### config.mk
export PLATFORM = sky130hd
export DESIGN_NAME = address_probe_frame_builder_unit
export DESIGN_NICKNAME = d
export VERILOG_FILES = /design/src/sv/apfb_pkg.sv /design/src/sv/apfb_csum_pipe.sv /design/src/sv/apfb_beat_gen.sv /design/src/sv/address_probe_frame_builder_unit.sv
export SDC_FILE = /design/constraint.sdc
export NUM_CORES = 1
export LEC_CHECK = 0
export ABC_AREA = 1
export BUFFER_PORTS_ARGS = -buffer_cell sky130_fd_sc_hd__buf_2
export CAP_MARGIN = 20
export CORE_UTILIZATION = 61
export DETAILED_ROUTE_END_ITERATION = 6
export GPL_TIMING_DRIVEN = 0
export PLACE_DENSITY = 0.83
export SLEW_MARGIN = 20
export SYNTH_ARGS = -nofsm -noshare
export SYNTH_HDL_FRONTEND = slang
export SYNTH_SLANG_ARGS = --single-unit
### constraint.sdc
create_clock -name clk -period 25.4 [get_ports clk]
set_input_delay 5.08 -clock clk [delete_from_list [all_inputs] [get_ports clk]]
set_output_delay 5.08 -clock clk [all_outputs]
set_load 0.1 [all_outputs]
### src/sv/apfb_pkg.sv
`default_nettype none
package apfb_pkg;

  localparam logic [3:0] ARP_LAST_IDX   = 4'd5;
  localparam logic [3:0] NS_LAST_IDX    = 4'd9;
  localparam logic [3:0] FULL_BYTES     = 4'd8;
  localparam logic [3:0] ARP_LAST_BYTES = 4'd2;
  localparam logic [3:0] NS_LAST_BYTES  = 4'd6;

  localparam logic CMD_ARP = 1'b0;
  localparam logic CMD_NS  = 1'b1;

  // constant part of the NS checksum: ff02, 0001, ff00, 8700, length 24, next header 58
  localparam logic [19:0] NS_CK_BASE = 20'h28555;

  typedef struct packed {
    logic        cmd;
    logic [63:0] hi;
    logic [63:0] lo;
  } apfb_req_t;

  typedef struct packed {
    apfb_req_t   req;
    logic [15:0] ck;
  } apfb_frame_t;

endpackage
`default_nettype wire

### src/sv/apfb_csum_pipe.sv
`default_nettype none
module apfb_csum_pipe import apfb_pkg::*; (
  input  wire logic        clk,
  input  wire logic        rst,
  input  wire logic        in_valid,
  input  wire apfb_req_t   in_req,
  output logic             in_ready,
  output logic             out_valid,
  output apfb_frame_t      out_frame,
  input  wire logic        out_ready
);

  logic        v1, v2, v3;
  logic        rdy1, rdy2, rdy3;
  apfb_req_t   r1, r2, r3;
  logic [17:0] sa;
  logic [18:0] sb;
  logic [19:0] tot;
  logic [15:0] ck;
  logic [16:0] fold1;
  logic [15:0] fold2;

  assign rdy3     = !v3 || out_ready;
  assign rdy2     = !v2 || rdy3;
  assign rdy1     = !v1 || rdy2;
  assign in_ready = rdy1;

  always_ff @(posedge clk) begin
    if (rst) begin
      v1 <= 1'b0;
      v2 <= 1'b0;
      v3 <= 1'b0;
    end else begin
      if (rdy1) v1 <= in_valid;
      if (rdy2) v2 <= v1;
      if (rdy3) v3 <= v2;
    end
  end

  // stage 1: partial word sums of the target address
  always_ff @(posedge clk) begin
    if (rdy1 && in_valid) begin
      r1 <= in_req;
      sa <= 18'(in_req.hi[63:48]) + 18'(in_req.hi[47:32])
          + 18'(in_req.hi[31:16]) + 18'(in_req.hi[15:0]);
      sb <= 19'(in_req.lo[63:48]) + 19'(in_req.lo[47:32])
          + 19'(in_req.lo[31:16]) + 19'(in_req.lo[15:0])
          + 19'(in_req.lo[15:0])  + 19'(in_req.lo[23:16]);
    end
  end

  // stage 2: full sum with pseudo-header and fixed fields
  always_ff @(posedge clk) begin
    if (rdy2 && v1) begin
      r2  <= r1;
      tot <= 20'(sa) + 20'(sb) + NS_CK_BASE;
    end
  end

  // stage 3: end-around carry fold and complement
  assign fold1 = {1'b0, tot[15:0]} + {13'd0, tot[19:16]};
  assign fold2 = fold1[15:0] + {15'd0, fold1[16]};

  always_ff @(posedge clk) begin
    if (rdy3 && v2) begin
      r3 <= r2;
      ck <= ~fold2;
    end
  end

  assign out_valid     = v3;
  assign out_frame.req = r3;
  assign out_frame.ck  = ck;

endmodule
`default_nettype wire

### src/sv/apfb_beat_gen.sv
`default_nettype none
module apfb_beat_gen import apfb_pkg::*; (
  input  wire logic         clk,
  input  wire logic         rst,
  input  wire logic [47:0]  mac,
  input  wire logic         in_valid,
  input  wire apfb_frame_t  in_frame,
  output logic              in_ready,
  output logic              strobe,
  output logic [63:0]       frame_word,
  output logic [3:0]        bytes_valid,
  output logic              last_beat
);

  logic        active;
  logic [3:0]  idx;
  logic [3:0]  idx_next;
  apfb_frame_t cur;
  logic [3:0]  last_idx;
  logic        at_last;
  logic [63:0] word_next;
  logic [3:0]  bytes_next;

  function automatic logic [63:0] beat_word(input logic cmd, input logic [3:0] k,
                                            input logic [47:0] m, input logic [63:0] hi,
                                            input logic [63:0] lo, input logic [15:0] ck);
    logic [63:0] w;
    begin
      w = 64'd0;
      if (cmd == CMD_ARP) begin
        case (k)
          4'd0: w = {48'hffff_ffff_ffff, m[47:32]};
          4'd1: w = {m[31:0], 32'h0806_0001};
          4'd2: w = {48'h0800_0604_0001, m[47:32]};
          4'd3: w = {m[31:0], 32'h0};
          4'd4: w = {48'h0, hi[63:48]};
          4'd5: w = {hi[47:32], 48'h0};
          default: w = 64'd0;
        endcase
      end else begin
        case (k)
          4'd0: w = {24'h3333ff, lo[23:0], m[47:32]};
          4'd1: w = {m[31:0], 32'h86dd_6000};
          4'd2: w = 64'h0000_0018_3aff_0000;
          4'd3: w = 64'd0;
          4'd4: w = 64'h0000_0000_0000_ff02;
          4'd5: w = 64'd0;
          4'd6: w = {24'h0001ff, lo[23:0], 16'h8700};
          4'd7: w = {ck, 32'h0, hi[63:48]};
          4'd8: w = {hi[47:0], lo[63:48]};
          4'd9: w = {lo[47:0], 16'h0};
          default: w = 64'd0;
        endcase
      end
      return w;
    end
  endfunction

  assign last_idx = (cur.req.cmd == CMD_NS) ? NS_LAST_IDX : ARP_LAST_IDX;
  assign at_last  = idx == last_idx;
  assign in_ready = !active || at_last;
  assign idx_next = idx + 4'd1;

  always_ff @(posedge clk) begin
    if (rst) begin
      active <= 1'b0;
    end else if (in_ready) begin
      active <= in_valid;
    end
  end

  always_ff @(posedge clk) begin
    if (in_ready && in_valid) begin
      cur <= in_frame;
      idx <= 4'd0;
    end else if (active) begin
      idx <= idx_next;
    end
  end

  assign word_next = beat_word(cur.req.cmd, idx, mac, cur.req.hi, cur.req.lo, cur.ck);
  assign bytes_next = !at_last ? FULL_BYTES
                    : (cur.req.cmd == CMD_NS) ? NS_LAST_BYTES : ARP_LAST_BYTES;

  always_ff @(posedge clk) begin
    if (rst) begin
      strobe <= 1'b0;
    end else begin
      strobe <= active;
    end
  end

  always_ff @(posedge clk) begin
    frame_word  <= word_next;
    bytes_valid <= bytes_next;
    last_beat   <= active && at_last;
  end

endmodule
`default_nettype wire

### src/sv/address_probe_frame_builder_unit.sv
// The first beat reaches the result ports after the request passes the three checksum
//   stages, the beat sequencer and the output register.
// Throughput: one beat per cycle from the beat sequencer: an ARP probe has 6
//   beats, a neighbor solicitation 10; up to three further requests queue in the pipe.
// Reset (rst, synchronous): pipe and sequencer empty, MAC address register cleared to 0.
// Results cannot be stalled; strobe marks each beat for one cycle.
`default_nettype none
module address_probe_frame_builder_unit import apfb_pkg::*; (
  input  wire logic        clk,
  input  wire logic        rst,
  input  wire logic        start,
  output logic             busy,
  input  wire logic        cmd,
  input  wire logic [63:0] target_hi,
  input  wire logic [63:0] target_lo,
  output logic             strobe,
  output logic [63:0]      frame_word,
  output logic [3:0]       bytes_valid,
  output logic             last_beat,
  input  wire logic        psel,
  input  wire logic        penable,
  input  wire logic        pwrite,
  input  wire logic [3:0]  paddr,
  input  wire logic [63:0] pwdata,
  output logic [63:0]      prdata,
  output logic             pready
);

  logic [47:0] mac_addr;
  logic        pipe_ready;
  logic        frame_valid;
  logic        frame_ready;
  apfb_req_t   req;
  apfb_frame_t frame;

  assign pready = 1'b1;

  always_ff @(posedge clk) begin
    if (rst) begin
      mac_addr <= 48'd0;
    end else if (psel && penable && pwrite && pready && !paddr[3]) begin
      mac_addr <= pwdata[47:0];
    end
  end

  assign prdata = paddr[3] ? 64'd0 : {16'd0, mac_addr};

  assign req.cmd = cmd;
  assign req.hi  = target_hi;
  assign req.lo  = target_lo;
  assign busy    = !pipe_ready;

  apfb_csum_pipe u_csum (
    .clk       (clk),
    .rst       (rst),
    .in_valid  (start),
    .in_req    (req),
    .in_ready  (pipe_ready),
    .out_valid (frame_valid),
    .out_frame (frame),
    .out_ready (frame_ready)
  );

  apfb_beat_gen u_beat (
    .clk         (clk),
    .rst         (rst),
    .mac         (mac_addr),
    .in_valid    (frame_valid),
    .in_frame    (frame),
    .in_ready    (frame_ready),
    .strobe      (strobe),
    .frame_word  (frame_word),
    .bytes_valid (bytes_valid),
    .last_beat   (last_beat)
  );

  // beats of one frame are contiguous
  a_beats_contiguous: assert property (@(posedge clk) disable iff (rst)
    strobe && !last_beat |=> strobe)
    else $error("frame beats not contiguous");

  a_full_beats: assert property (@(posedge clk) disable iff (rst)
    strobe && !last_beat |-> bytes_valid == FULL_BYTES)
    else $error("inner beat not full");

  a_last_bytes: assert property (@(posedge clk) disable iff (rst)
    strobe && last_beat |-> (bytes_valid == ARP_LAST_BYTES || bytes_valid == NS_LAST_BYTES))
    else $error("bad byte count on final beat");

  // a queued request at the pipe output starts right after a frame ends
  a_no_gap: assert property (@(posedge clk) disable iff (rst)
    frame_valid && frame_ready |=> ##1 strobe)
    else $error("queued frame not started");

endmodule
`default_nettype wire
After elaboration in Yosys (flattened, before gate mapping)
Cells that the tools add are included.
{ "word_totals": {"ff_bits": 731, "latchBits": 0, "ram_bits": 0, "romBits": 0, "elab_cells": 76, "memories": 0} }
{ "classes": {"add_sub_neg": 13, "mul": 0, "div_mod_pow": 0, "order_cmp": 0, "eq_ne": 10, "n_shift": 0, "muxes": 6, "bitwise_logic": 1, "n_reduce_logical": 19} }
{ "ops": {"columns": ["cell", "count"], "rows": [
  ["case mux 64 bit (8 select lines)", 1],
  ["case mux 64 bit (6 select lines)", 1],
  ["two-way mux 64 bit", 1],
  ["adder 19 x 16 -> 19 bit", 3],
  ["two-way mux 48 bit", 1],
  ["adder 18 x 16 -> 18 bit", 2],
  ["adder 16 x 16 -> 17 bit", 2],
  ["adder 18 x 19 -> 20 bit", 1],
  ["adder 20 x 18 -> 20 bit (second input constant)", 1],
  ["adder 19 x 8 -> 19 bit", 1],
  ["adder 16 x 4 -> 17 bit", 1],
  ["adder 16 x 1 -> 16 bit", 1],
  ["equality test 4 x 3 -> 1 bit (second input constant)", 4],
  ["NOT 16 bit", 1],
  ["equality test 4 x 2 -> 1 bit (second input constant)", 2],
  ["equality test 4 bit (second input constant)", 2],
  ["logical AND 1 bit", 8],
  ["logical NOT 1 bit", 6],
  ["adder 4 x 1 -> 4 bit (second input constant)", 1],
  ["equality test 4 x 1 -> 1 bit (second input constant)", 1],
  ["equality test 4 bit", 1],
  ["logical NOT 4 bit", 1],
  ["logical OR 1 bit", 4],
  ["two-way mux 4 bit", 1],
  ["two-way mux 3 bit", 1]
]} }

Logic depth before layout (Yosys ltp)
{ "depth": {"depth_word": 7, "mapped_depth": 20, "mapped_depth_nobuf": 20} }

Hierarchy
Synthesis repeated with hierarchy kept, for this count alone.
{ "hier_totals": {"cells_unflattened": 2721, "area_unflattened_um2": 31352.6} }
{ "by_module_without_submodules": {"columns": ["module", "instances", "cells_per_inst", "area_each_um2", "seq_area_each_um2"], "rows": [
  ["apfb_csum_pipe", 1, 1265, 19384.8, 13873.3],
  ["apfb_beat_gen", 1, 1019, 9387.8, 5835.6],
  ["address_probe_frame_builder_unit", 1, 437, 2580.0, 960.9]
]} }

Worst setup path before layout
OpenSTA, ideal clock, no wires.
{ "synth_path": {"path_type": "input -> register", "start": "in start", "end": "reg u_csum.r1[0] (netlist name), enable pin", "setup_ns": 0.693, "arrival_time_ns": 11.963, "setup_slack_ns": 12.744, "cell_stages": 2, "path_buffers": 0, "cell_sequence": "inv_1 -> nor2_1"} }
{ "synth_between": {"elab_chain_cells": 1} }
{ "synth_rtl": {"columns": ["element", "line", "source"], "rows": [
  ["start, declared", "address_probe_frame_builder_unit.sv:11", "input wire logic start,"],
  ["logical AND 1 bit", "apfb_csum_pipe.sv:42", "if (rdy1 && in_valid) begin"],
  ["end signal, assigned", "apfb_csum_pipe.sv:43", "r1 <= in_req;"],
  ["end, declared", "apfb_csum_pipe.sv:15", "apfb_req_t r1, r2, r3;"]
]} }
Every way passes these cells.
A chain may end at the register's enable or synchronous reset.

Worst setup path in the final report
{ "layout_path": {"start": "in paddr[3]", "end": "out prdata[43]"} }
{ "layout_between": {"elab_chain_cells": 1} }
{ "layout_rtl": {"columns": ["element", "line", "source"], "rows": [
  ["start, declared", "address_probe_frame_builder_unit.sv:23", "input wire logic [3:0] paddr,"],
  ["two-way mux 48 bit", "address_probe_frame_builder_unit.sv:46", "assign prdata = paddr[3] ? 64'd0 : {16'd0, mac_addr};"],
  ["end, declared", "address_probe_frame_builder_unit.sv:25", "output logic [63:0] prdata,"]
]} }
Every way passes these cells.

==> results.toml <==
[status]
outcome = "completed"

[critical_path]
crit_required_ns = 20.32
worstPathMaxFanout = 10
crit_chain = "buf_2, clkbuf_1, clkbuf_1, nor2_1, buf_2"
crit_path_start_kind = "input pin"
max_stage_delay_ns = 0.48
worstPathArrival_ns = 6.57
slowest_stage = "clkbuf_1"
critPathCaptureType = "output port"
criticalPathCategory = "input pin to output port"

[floorplan]
dieArea_um2 = 51000
row_count = 81
initial_utilization = 0.622
die_h_um = 226
core_area_um2 = 49200
dieWidth_um = 226
num_io_pins = 339

[layout]
final_nets = 3185
drive_gt1_frac = 0.185
fillers = 3184
syn2layout_area_growth_pct = 17.1

[global_route]
grt_pass1_vias = 20000
grt_pass1_wl_mm = 123
grt_start_max_net_pins = 102
grt.overflow.total = 0
grtUsageTotal = 0.338
antenna_found_initial = 3

[logic_synthesis]
netlist_area_um2 = 30600
ys_types = 49
yosysMostFrequentCell = "edfxtp_1"
synth_flop_cell = "edfxtp_1"
yosys_register_bits = 730
synth_top_area_frac = 0.594
synth.largest_area_cell = "edfxtp_1"
ys_top_cells_by_count = "edfxtp_1, nand2_1, inv_1"
synthTopCellsByArea = "edfxtp_1, dfxtp_1, ha_1"
syn_inst = 2411
yosysSeqAreaShare = 0.676
synthArstFlopShare = 0
yosys_warnings = 0
avgSynthCellArea_um2 = 12.7
synth-edff-count = 605

[sta]
rsz0062_at_grt = "no"
setup_viol = 0
clock.fmax_ghz = 0.0859
min_period_ns = 11.65
worst_pin_slew_ns = 1.06
finalCritPeriodShare = 0.459
worst_slack_ns = 13.75
slew_violations = 0
relSlewSlack = 0.294
setup_tns_ns = 0
hold_viol = 0
finClkSkew_ns = 0.0210

[cts]
ctsRootBufferMaster = "clkbuf_16"
cts_buffers = 74
post_cts_buffers = 0
cts_buffer_depth = 3
hold_buffers = 0
ctsResizeCount = 0
clock_latency_ns = 0.62
cts.clk_slew.worst_paths_ns = 0.07
cts_sinks = 730
h-tree-depth = 3
cts_tree = "built"

[route]
ant_nets = 0
dr_total_vias = 20400
routedWlPerCell_um = 24.0
routed_wl_mm = 85.2
drc = 0
drt-pass1-iter-count = 5
first_iter_violations = 1983
vias_per_cell = 5.76

[placed_design]
dpl.hpwl_mm = 65.0
portBuffers = 300
gp_congestion = 0.984
dp_slack_ns = 13.84

[pwr]
powerDensity_nw_per_um2 = 112
p_leak_nw = 14.6
peakVddDrop_mv = 0.0829

[flow_run]
drv_cap = 0

[min_path]
hold_path_class = "register to register"
-- kinds of logic (layout without fill, tap and decap cells) --
logic type | after synthesis | in the layout | synth area share
other | 2 | 21 | 0.000246
AND/OR/NAND/NOR | 672 | 672 | 0.0952
adder cells (fa/ha/maj) | 163 | 163 | 0.0763
buffers and inverters | 366 | 820 | 0.0493
AO/OA/AOI/OAI | 411 | 411 | 0.0832
flip-flops | 730 | 730 | 0.676
XOR/XNOR | 67 | 67 | 0.0194
-- flip-flops by register name, summed over array words and instances (netlist names), 3 cells and up --
register,count
u_beat.frame_word,64
u_beat.bytes_valid,3
u_csum.out_frame,129
u_csum.r2,129
u_csum.sb,19
u_csum.r1,129
u_beat.idx,4
u_csum.sa,18
u_beat.cur,145
u_csum.tot,20
u_csum.ck,16
mac_addr,48
-- metrics by stage --
step	cell area, um^2	power (mW)	utilization	hold WS (ns)	std cells
3_5_place_dp	33300	2.92	0.678	0.405	3406
4_1_cts	35800	4.01	0.728	0.412	3544
5_1_grt	35800	4.18	0.728	0.415	3545
2_1_floorplan	30600	2.52	-	0.400	2427
3_3_place_gp	33000	2.90	0.670	0.400	3391
6_report	35800	4.01	0.728	0.407	3548
-- report_power, final --
| group | internal (mW) | leakage, nW | switching [mW] |
|---|---|---|---|
| Clock | 0.633 | 1.20 | 0.459 |
| Combinational | 0.373 | 6.65 | 1.02 |
| Sequential | 1.47 | 6.70 | 0.0635 |
| Total | 2.47 | 14.6 | 1.54 |
-- critical path: cells and delay by family --
family | cells | cell delay [ns]
buf+inv | 4 | 1.34
simple gates | 1 | 0.14
-- cell usage in the layout (no fill, tap or decap), types with 25 or more instances in the layout --
cell type,Yosys,routed
a211oi_1,62,62
nand3_1,78,78
clkbuf_16,0,77
buf_2,16,316
fa_1,39,39
o21ai_0,134,134
inv_1,273,271
clkbuf_1,32,42
xor2_1,44,44
nand2_1,349,349
buf_4,25,25
dfxtp_1,125,125
nor2_1,177,175
a21oi_1,101,101
a221oi_1,35,35
edfxtp_1,605,605
ha_1,124,124
-- layer usage --
layer | track usage | routed length, um | up-vias
met1 | 0.421 | 33100 | 9812
met3 | 0.0540 | 6050 | 218
met5 | 0 | 16 | -
li1 | - | - | 9273
met4 | 0.176 | 4380 | 2
met2 | 0.570 | 41600 | 1118
-- final cells by class --
cell class              count  area, um^2  area share
inverters                 286        1090      0.0305
plain buffers              80         429      0.0120
multi-input cells        1331        8460       0.236
repair buffers            316        1850      0.0518
clock inverters            46         418      0.0117
well taps                 664         831      0.0232
diodes                      3        7.51    0.000210
flip-flops and latches    730       20700       0.577
clock buffers              92        2030      0.0568
-- worst paths after layout --
check | startpoint | endpoint | slack [ns] | depth (start not counted)
setup / recovery | paddr[3] | prdata[43] | 13.75 | 5
hold reg to reg | u_csum.r1[3] | u_csum.r2[3] | 0.41 | 0
hold / removal | u_csum.r1[3] | u_csum.r2[3] | 0.41 | 0
setup reg to reg | u_beat.idx[0] | u_csum.r1[54] | 21.43 | 15
(Power assumes the default switching activity.)
